`src/rtl/cnsc_pkg.sv`:
```
// shared types and constants for the c nesting scanner core
// lexical modes, error codes and the character codes the scanner reacts to
package cnsc_pkg;

  typedef enum logic [2:0] {
    MODE_NORMAL = 3'd0,
    MODE_STRING = 3'd1,
    MODE_CHAR   = 3'd2,
    MODE_SLASH  = 3'd3,
    MODE_BLOCK  = 3'd4,
    MODE_LINE   = 3'd5
  } lex_mode_t;

  typedef enum logic [1:0] {
    ERR_NONE     = 2'd0,
    ERR_CLOSE    = 2'd1,
    ERR_NEWLINE  = 2'd2,
    ERR_OVERFLOW = 2'd3
  } err_code_t;

  localparam int unsigned MAX_DEPTH_DEF = 255;
  localparam int unsigned DEPTH_W       = 8;
  localparam int unsigned DEPTH_CAP     = 255;

  localparam logic [7:0] CH_LBRACE    = 8'h7B;
  localparam logic [7:0] CH_LPAREN    = 8'h28;
  localparam logic [7:0] CH_LBRACKET  = 8'h5B;
  localparam logic [7:0] CH_RBRACE    = 8'h7D;
  localparam logic [7:0] CH_RPAREN    = 8'h29;
  localparam logic [7:0] CH_RBRACKET  = 8'h5D;
  localparam logic [7:0] CH_SLASH     = 8'h2F;
  localparam logic [7:0] CH_STAR      = 8'h2A;
  localparam logic [7:0] CH_NEWLINE   = 8'h0A;
  localparam logic [7:0] CH_BACKSLASH = 8'h5C;
  localparam logic [7:0] CH_DQUOTE    = 8'h22;
  localparam logic [7:0] CH_SQUOTE    = 8'h27;

endpackage

```
`src/rtl/c_code_nesting_scanner_core.sv`:
```
// a beat is taken into the input register, then its result is written to the result register that drives out_
// throughput: one beat per cycle while out_ready is high; the mode/depth update is a combinational loop on state
// while a result waits, one more beat is taken into the input register, then in_ready drops
// reset (rst_n low, synchronous): mode normal, depth 0, flags and initial nesting cleared
// a restart beat reloads the state from the initial nesting register, clamped to the limit
// depends on cnsc_pkg
module c_code_nesting_scanner_core #(
  parameter int unsigned MAX_DEPTH = cnsc_pkg::MAX_DEPTH_DEF
) (
  input  logic       clk,
  input  logic       rst_n,
  input  logic       cfg_valid,
  output logic       cfg_ready,
  input  logic [7:0] cfg_initial_nesting,
  input  logic       in_valid,
  output logic       in_ready,
  input  logic       in_func,
  input  logic [7:0] in_source_byte,
  input  logic       in_chunk_last,
  output logic       out_valid,
  input  logic       out_ready,
  output logic [2:0] out_lex_mode,
  output logic [7:0] out_depth,
  output logic       out_at_top_level,
  output logic [1:0] out_error_code,
  output logic       out_chunk_done
);

  localparam int unsigned LIMIT_I =
    (MAX_DEPTH > cnsc_pkg::DEPTH_CAP) ? cnsc_pkg::DEPTH_CAP : MAX_DEPTH;
  localparam logic [cnsc_pkg::DEPTH_W-1:0] LIMIT = LIMIT_I[cnsc_pkg::DEPTH_W-1:0];

  logic [7:0] init_r;

  logic       s1_valid_r;
  logic       s1_func_r;
  logic [7:0] s1_byte_r;
  logic       s1_last_r;
  logic       s1_adv;

  cnsc_pkg::lex_mode_t           mode_r, mode_nxt;
  logic [cnsc_pkg::DEPTH_W-1:0]  depth_r, depth_nxt;
  logic                          esc_r, esc_nxt;
  logic                          star_r, star_nxt;
  cnsc_pkg::err_code_t           err_nxt;
  logic [cnsc_pkg::DEPTH_W-1:0]  init_clamped;
  logic                          do_normal;

  logic       out_valid_r;
  logic [2:0] out_mode_r;
  logic [7:0] out_depth_r;
  logic       out_top_r;
  logic [1:0] out_err_r;
  logic       out_last_r;

  assign cfg_ready = 1'b1;
  assign s1_adv    = s1_valid_r && (!out_valid_r || out_ready);
  assign in_ready  = !s1_valid_r || s1_adv;

  assign init_clamped = (init_r > LIMIT) ? LIMIT : init_r;

  always_ff @(posedge clk) begin
    if (!rst_n) begin
      init_r <= '0;
    end else if (cfg_valid) begin
      init_r <= cfg_initial_nesting;
    end
  end

  // input register
  always_ff @(posedge clk) begin
    if (!rst_n) begin
      s1_valid_r <= 1'b0;
    end else if (in_ready) begin
      s1_valid_r <= in_valid;
    end
  end

  always_ff @(posedge clk) begin
    if (in_valid && in_ready) begin
      s1_func_r <= in_func;
      s1_byte_r <= in_source_byte;
      s1_last_r <= in_chunk_last;
    end
  end

  // scanner state update
  always_comb begin
    mode_nxt  = mode_r;
    depth_nxt = depth_r;
    esc_nxt   = esc_r;
    star_nxt  = star_r;
    err_nxt   = cnsc_pkg::ERR_NONE;
    do_normal = 1'b0;
    if (s1_func_r) begin
      mode_nxt  = cnsc_pkg::MODE_NORMAL;
      depth_nxt = init_clamped;
      esc_nxt   = 1'b0;
      star_nxt  = 1'b0;
    end else begin
      unique case (mode_r)
        cnsc_pkg::MODE_STRING, cnsc_pkg::MODE_CHAR: begin
          priority if (esc_r) begin
            esc_nxt = 1'b0;
          end else if ((mode_r == cnsc_pkg::MODE_STRING && s1_byte_r == cnsc_pkg::CH_DQUOTE) ||
                       (mode_r == cnsc_pkg::MODE_CHAR && s1_byte_r == cnsc_pkg::CH_SQUOTE)) begin
            mode_nxt = cnsc_pkg::MODE_NORMAL;
          end else if (s1_byte_r == cnsc_pkg::CH_BACKSLASH) begin
            esc_nxt = 1'b1;
          end else if (s1_byte_r == cnsc_pkg::CH_NEWLINE) begin
            err_nxt = cnsc_pkg::ERR_NEWLINE;
          end else begin
            esc_nxt = 1'b0;
          end
        end
        cnsc_pkg::MODE_SLASH: begin
          priority if (s1_byte_r == cnsc_pkg::CH_STAR) begin
            mode_nxt = cnsc_pkg::MODE_BLOCK;
            star_nxt = 1'b0;
          end else if (s1_byte_r == cnsc_pkg::CH_SLASH) begin
            mode_nxt = cnsc_pkg::MODE_LINE;
          end else begin
            do_normal = 1'b1;
          end
        end
        cnsc_pkg::MODE_BLOCK: begin
          if (star_r && s1_byte_r == cnsc_pkg::CH_SLASH) begin
            mode_nxt = cnsc_pkg::MODE_NORMAL;
            star_nxt = 1'b0;
          end else begin
            star_nxt = (s1_byte_r == cnsc_pkg::CH_STAR);
          end
        end
        cnsc_pkg::MODE_LINE: begin
          if (s1_byte_r == cnsc_pkg::CH_NEWLINE) begin
            mode_nxt = cnsc_pkg::MODE_NORMAL;
          end
        end
        default: begin
          do_normal = 1'b1;
        end
      endcase
      if (do_normal) begin
        mode_nxt = cnsc_pkg::MODE_NORMAL;
        unique case (s1_byte_r)
          cnsc_pkg::CH_LBRACE, cnsc_pkg::CH_LPAREN, cnsc_pkg::CH_LBRACKET: begin
            if (depth_r >= LIMIT) begin
              err_nxt = cnsc_pkg::ERR_OVERFLOW;
            end else begin
              depth_nxt = depth_r + 1'b1;
            end
          end
          cnsc_pkg::CH_RBRACE, cnsc_pkg::CH_RPAREN, cnsc_pkg::CH_RBRACKET: begin
            if (depth_r == '0) begin
              err_nxt = cnsc_pkg::ERR_CLOSE;
            end else begin
              depth_nxt = depth_r - 1'b1;
            end
          end
          cnsc_pkg::CH_DQUOTE: mode_nxt = cnsc_pkg::MODE_STRING;
          cnsc_pkg::CH_SQUOTE: mode_nxt = cnsc_pkg::MODE_CHAR;
          cnsc_pkg::CH_SLASH:  mode_nxt = cnsc_pkg::MODE_SLASH;
          default: begin
            mode_nxt = cnsc_pkg::MODE_NORMAL;
          end
        endcase
      end
    end
  end

  always_ff @(posedge clk) begin
    if (!rst_n) begin
      mode_r  <= cnsc_pkg::MODE_NORMAL;
      depth_r <= '0;
      esc_r   <= 1'b0;
      star_r  <= 1'b0;
    end else if (s1_adv) begin
      mode_r  <= mode_nxt;
      depth_r <= depth_nxt;
      esc_r   <= esc_nxt;
      star_r  <= star_nxt;
    end
  end

  // result register
  always_ff @(posedge clk) begin
    if (!rst_n) begin
      out_valid_r <= 1'b0;
    end else if (s1_adv) begin
      out_valid_r <= 1'b1;
    end else if (out_ready) begin
      out_valid_r <= 1'b0;
    end
  end

  always_ff @(posedge clk) begin
    if (s1_adv) begin
      out_mode_r  <= mode_nxt;
      out_depth_r <= depth_nxt;
      out_top_r   <= (mode_nxt == cnsc_pkg::MODE_NORMAL || mode_nxt == cnsc_pkg::MODE_SLASH) &&
                     (depth_nxt == '0);
      out_err_r   <= err_nxt;
      out_last_r  <= s1_last_r;
    end
  end

  assign out_valid        = out_valid_r;
  assign out_lex_mode     = out_mode_r;
  assign out_depth        = out_depth_r;
  assign out_at_top_level = out_top_r;
  assign out_error_code   = out_err_r;
  assign out_chunk_done   = out_last_r;

endmodule
```
`config.mk`:
```
export PLATFORM = sky130hd
export DESIGN_NAME = c_code_nesting_scanner_core
export DESIGN_NICKNAME = d
export VERILOG_FILES = /design/src/rtl/cnsc_pkg.sv /design/src/rtl/c_code_nesting_scanner_core.sv
export SDC_FILE = /design/constraint.sdc
export NUM_CORES = 1
export LEC_CHECK = 0
export ABC_AREA = 1
export BUFFER_PORTS_ARGS = -buffer_cell sky130_fd_sc_hd__buf_2
export CAP_MARGIN = 0
export CORE_UTILIZATION = 30
export DETAILED_ROUTE_END_ITERATION = 6
export GPL_TIMING_DRIVEN = 0
export SETUP_SLACK_MARGIN = 0.05
export SYNTH_ARGS = -nofsm -noshare
export SYNTH_HDL_FRONTEND = slang
export SYNTH_SLANG_ARGS = --single-unit
```
`constraint.sdc`:
```
create_clock -name clk -period 1.99 [get_ports clk]
set_input_delay 0.0995 -clock clk [delete_from_list [all_inputs] [get_ports clk]]
set_output_delay 0.0995 -clock clk [all_outputs]
set_load 0.01 [all_outputs]
```
==> impl_metrics.csv <==
group,metric,value,unit
detailed_routing,wl_per_cell,12.7,µm
placement,portBuffers,39,
setup_path,r2r_setup_slack,-0.009,ns
power,power.total,0.00223,W
synth,syn-num-nets,430,
cells_and_area,fin_nets,504,
placement,placed_cells,572,
die,core,9330,µm²
hold_path,hold_start,"cfg_initial_nesting[4]",
synth,ys_warn_count,0,
global_route,groute.usage.overall,15.0,%
sta,worst_pin_slew,0.576,ns
setup_path,path_max_fanout,5,
detailed_routing,routed_via_density,4.63,
setup_path,crit_type,"register to register",
placement,placed_area,3280,µm²
sta,setup_viol_count_final,1,
clocking,cts_sinks,48,
synth,async_flop_share,0,%
synth,synthCells,404,
synth,synth_cell_types,37,
power,p_leak,1.78,nW
synth,synth_area_leader_cell,"edfxtp_1",
global_route,grt_pass1_vias,2597,
global_route,grt_max_degree,25,
placement,gp_congestion,0.916,
sta,grt_setup_unrepaired,"yes",
sta,fin_crit_sh,100,%
setup_path,r2r-start,"s1_byte_r[2]",
clocking,clockRootBuffer,"clkbuf_8",
setup_path,rr_endpoint,"out_at_top_level",
cells_and_area,diodes,0,
sta,fin_crit,2.00,ns
cells_and_area,instances_no_fill,608,
detailed_routing,dr.pass1.iters,5,
cells_and_area,area_growth,27.5,%
cells_and_area,final_area,3730,µm²
placement,hpwl,5.62,mm
die,die_y,101,µm
detailed_routing,drt-initial-drc-count,210,
sta,slew-limit-headroom,61.6,%
detailed_routing,detail-route-antenna-nets,0,
hold_path,hp-class,"input port to register",
hold_path,min_path_cells,3,
global_route,antenna_found_initial,0,
clocking,htree_levels,2,
setup_path,worstPathRequired,2.16,ns
detailed_routing,via_count,2812,
clocking,tritoncts,"yes",
hold_path,whs_endpoint,"init_r[4]",
die,die_w,101,µm
sta,setup_ws,-0.00897,ns
detailed_routing,drc,0,
power,ir_drop,422,µV
job,maxCapViolCount,0,
synth,avgSynthCellArea,7.25,µm²
clocking,insertion_delay,0.30,ns
cells_and_area,final_common_cell,"nand2_1",
clocking,clock_path_buffers,2,
setup_path,cp.arrival,2.16,ns
power,power.density,596,nW/µm²
die,num_rows,35,
die,start_util,31.4,%
sta,finalSetupTns,-0.00897,ns
sta,final.setup_skew,0.00685,ns
clocking,numCtsBuffers,5,
synth,syn_area,2930,µm²
outcome,violations,"setup timing",
synth,synthFlopType,"edfxtp_1",
detailed_routing,wirelength,7.70,mm
outcome,status,"finished, violations left",
global_route,grt_overflow,0,
cells_and_area,mostFrequentLayoutCells,"nand2_1, nor2_1, buf_2, inv_1, nand3_1",
global_route,grt_pass1_wl,12.1,mm
cells_and_area,fin_util,40.0,%
synth,ys_seq_area_share,41.4,%
cells_and_area,drive_above_1_share,29.0,%
die,die-area,10200,µm²
synth,synth_edf_count,25,
synth,ys_seq_elements,48,
setup_path,worstRegToRegCells,14,
setup_path,crit_path_end_kind,"register",
synth,synth_top_area_share,25.6,%
sta,fmaxAchievable,500,MHz
setup_path,start_kind,"register",
sta,maxSlewViolCount,0,
clocking,clk_pin_slew_worst_paths,0.09,ns
sta,hold_viol,0,
synth,synth.area.top_cells,"edfxtp_1, dfxtp_1, nand2_1",
die,pin_count,41,
-- Yosys cell counts (6+ instances only) --
cell type,n
a21oi_1,15
dfxtp_1,23
edfxtp_1,25
inv_1,41
inv_2,9
nand2_1,108
nand2_2,6
nand3_1,35
nand4_1,6
nor2_1,54
nor2_2,8
o21ai_0,21
-- through the flow --
stage | hold slack (ns) | setup WS, ns
finish | 0.0161 | -0.00897
detailed placement | 0.278 | -0.156
global placement | 0.276 | -0.129
floorplan | 0.198 | 0.217
global route | 0.0179 | -0.147
CTS | 0.0152 | -0.0839
-- metal layers --
metal  share of wire, %  vias to the layer above  global-route usage, %  routed length [µm]
met1                 47                     1280                   19.7                3580
met3                3.9                       12                   1.80                 299
met2                 48                       72                   25.4                3670
met5                  0                        -                      0                   0
met4                1.9                        0                   5.24                 149
li1                   -                     1448                      -                   -
-- how the worst max path moves through the flow --
stage,start,end,cells past startpoint,slack (ns)
6_report,s1_byte_r[2],out_at_top_level,14,-0.009
5_1_grt,s1_byte_r[2],out_at_top_level,15,-0.15
4_1_cts,s1_byte_r[4],out_at_top_level,14,-0.08
3_5_place_dp,depth_r[1],out_at_top_level,14,-0.16
3_3_place_gp,depth_r[1],out_at_top_level,14,-0.13
2_1_floorplan,s1_byte_r[4],out_at_top_level,14,0.22
-- sequential cells by signal (all words and copies together) (netlist names), 2 cells and up --
signal          flops
out_depth           8
out_lex_mode        3
s1_byte_r           8
out_error_code      2
mode_r              3
depth_r             8
init_r              8
-- where the power goes --
group / internal [W] / switching, W
registers: 0.00110 / 0.0000496
clock network: 0.000252 / 0.000327
logic: 0.000190 / 0.000304
-- timing repair --
action                                  in CTS  in global routing
resized for setup                            4                 40
endpoints found under the setup margin      23                 14
hold buffers                                10                  0
pin swaps                                    0                 24
buffers inserted                             0                 18
hold endpoints to repair                    10                  0
-- worst max-delay path: stages, from the launching register on --
cell and delay, ns:
edfxtp_1 0.51, nor2_4 0.17, buf_6 0.12, nand3_4 0.09, nor2_4 0.16, nor2_1 0.05
nor2_1 0.10, nand2_1 0.08, nand2_1 0.09, nand2_2 0.06, nand2_1 0.06, nand2_1 0.06
nor2_2 0.12, nand2_1 0.08, nor2_1 0.11
-- final cells by class --
cell class / count / area (µm²)
sequential: 48 / 1220
buffer: 8 / 41.3
clock inverter: 1 / 8.76
inverter: 51 / 191
fill: 945 / 5590
tap: 129 / 161
clock buffer: 7 / 76.3
multi-input combinational: 297 / 1600
timing repair buffer: 67 / 438
-- kinds of logic after synthesis --
family / after synthesis / synth area share [%]
AND/OR/NAND/NOR: 238 / 38.0
AO/OA/AOI/OAI: 51 / 10.1
adder cells (fa/ha/maj): 3 / 1.28
other: 1 / 0.128
XOR/XNOR: 4 / 1.20
flip-flops: 48 / 41.4
buffers and inverters: 59 / 7.91
(Power assumes the default switching activity.)
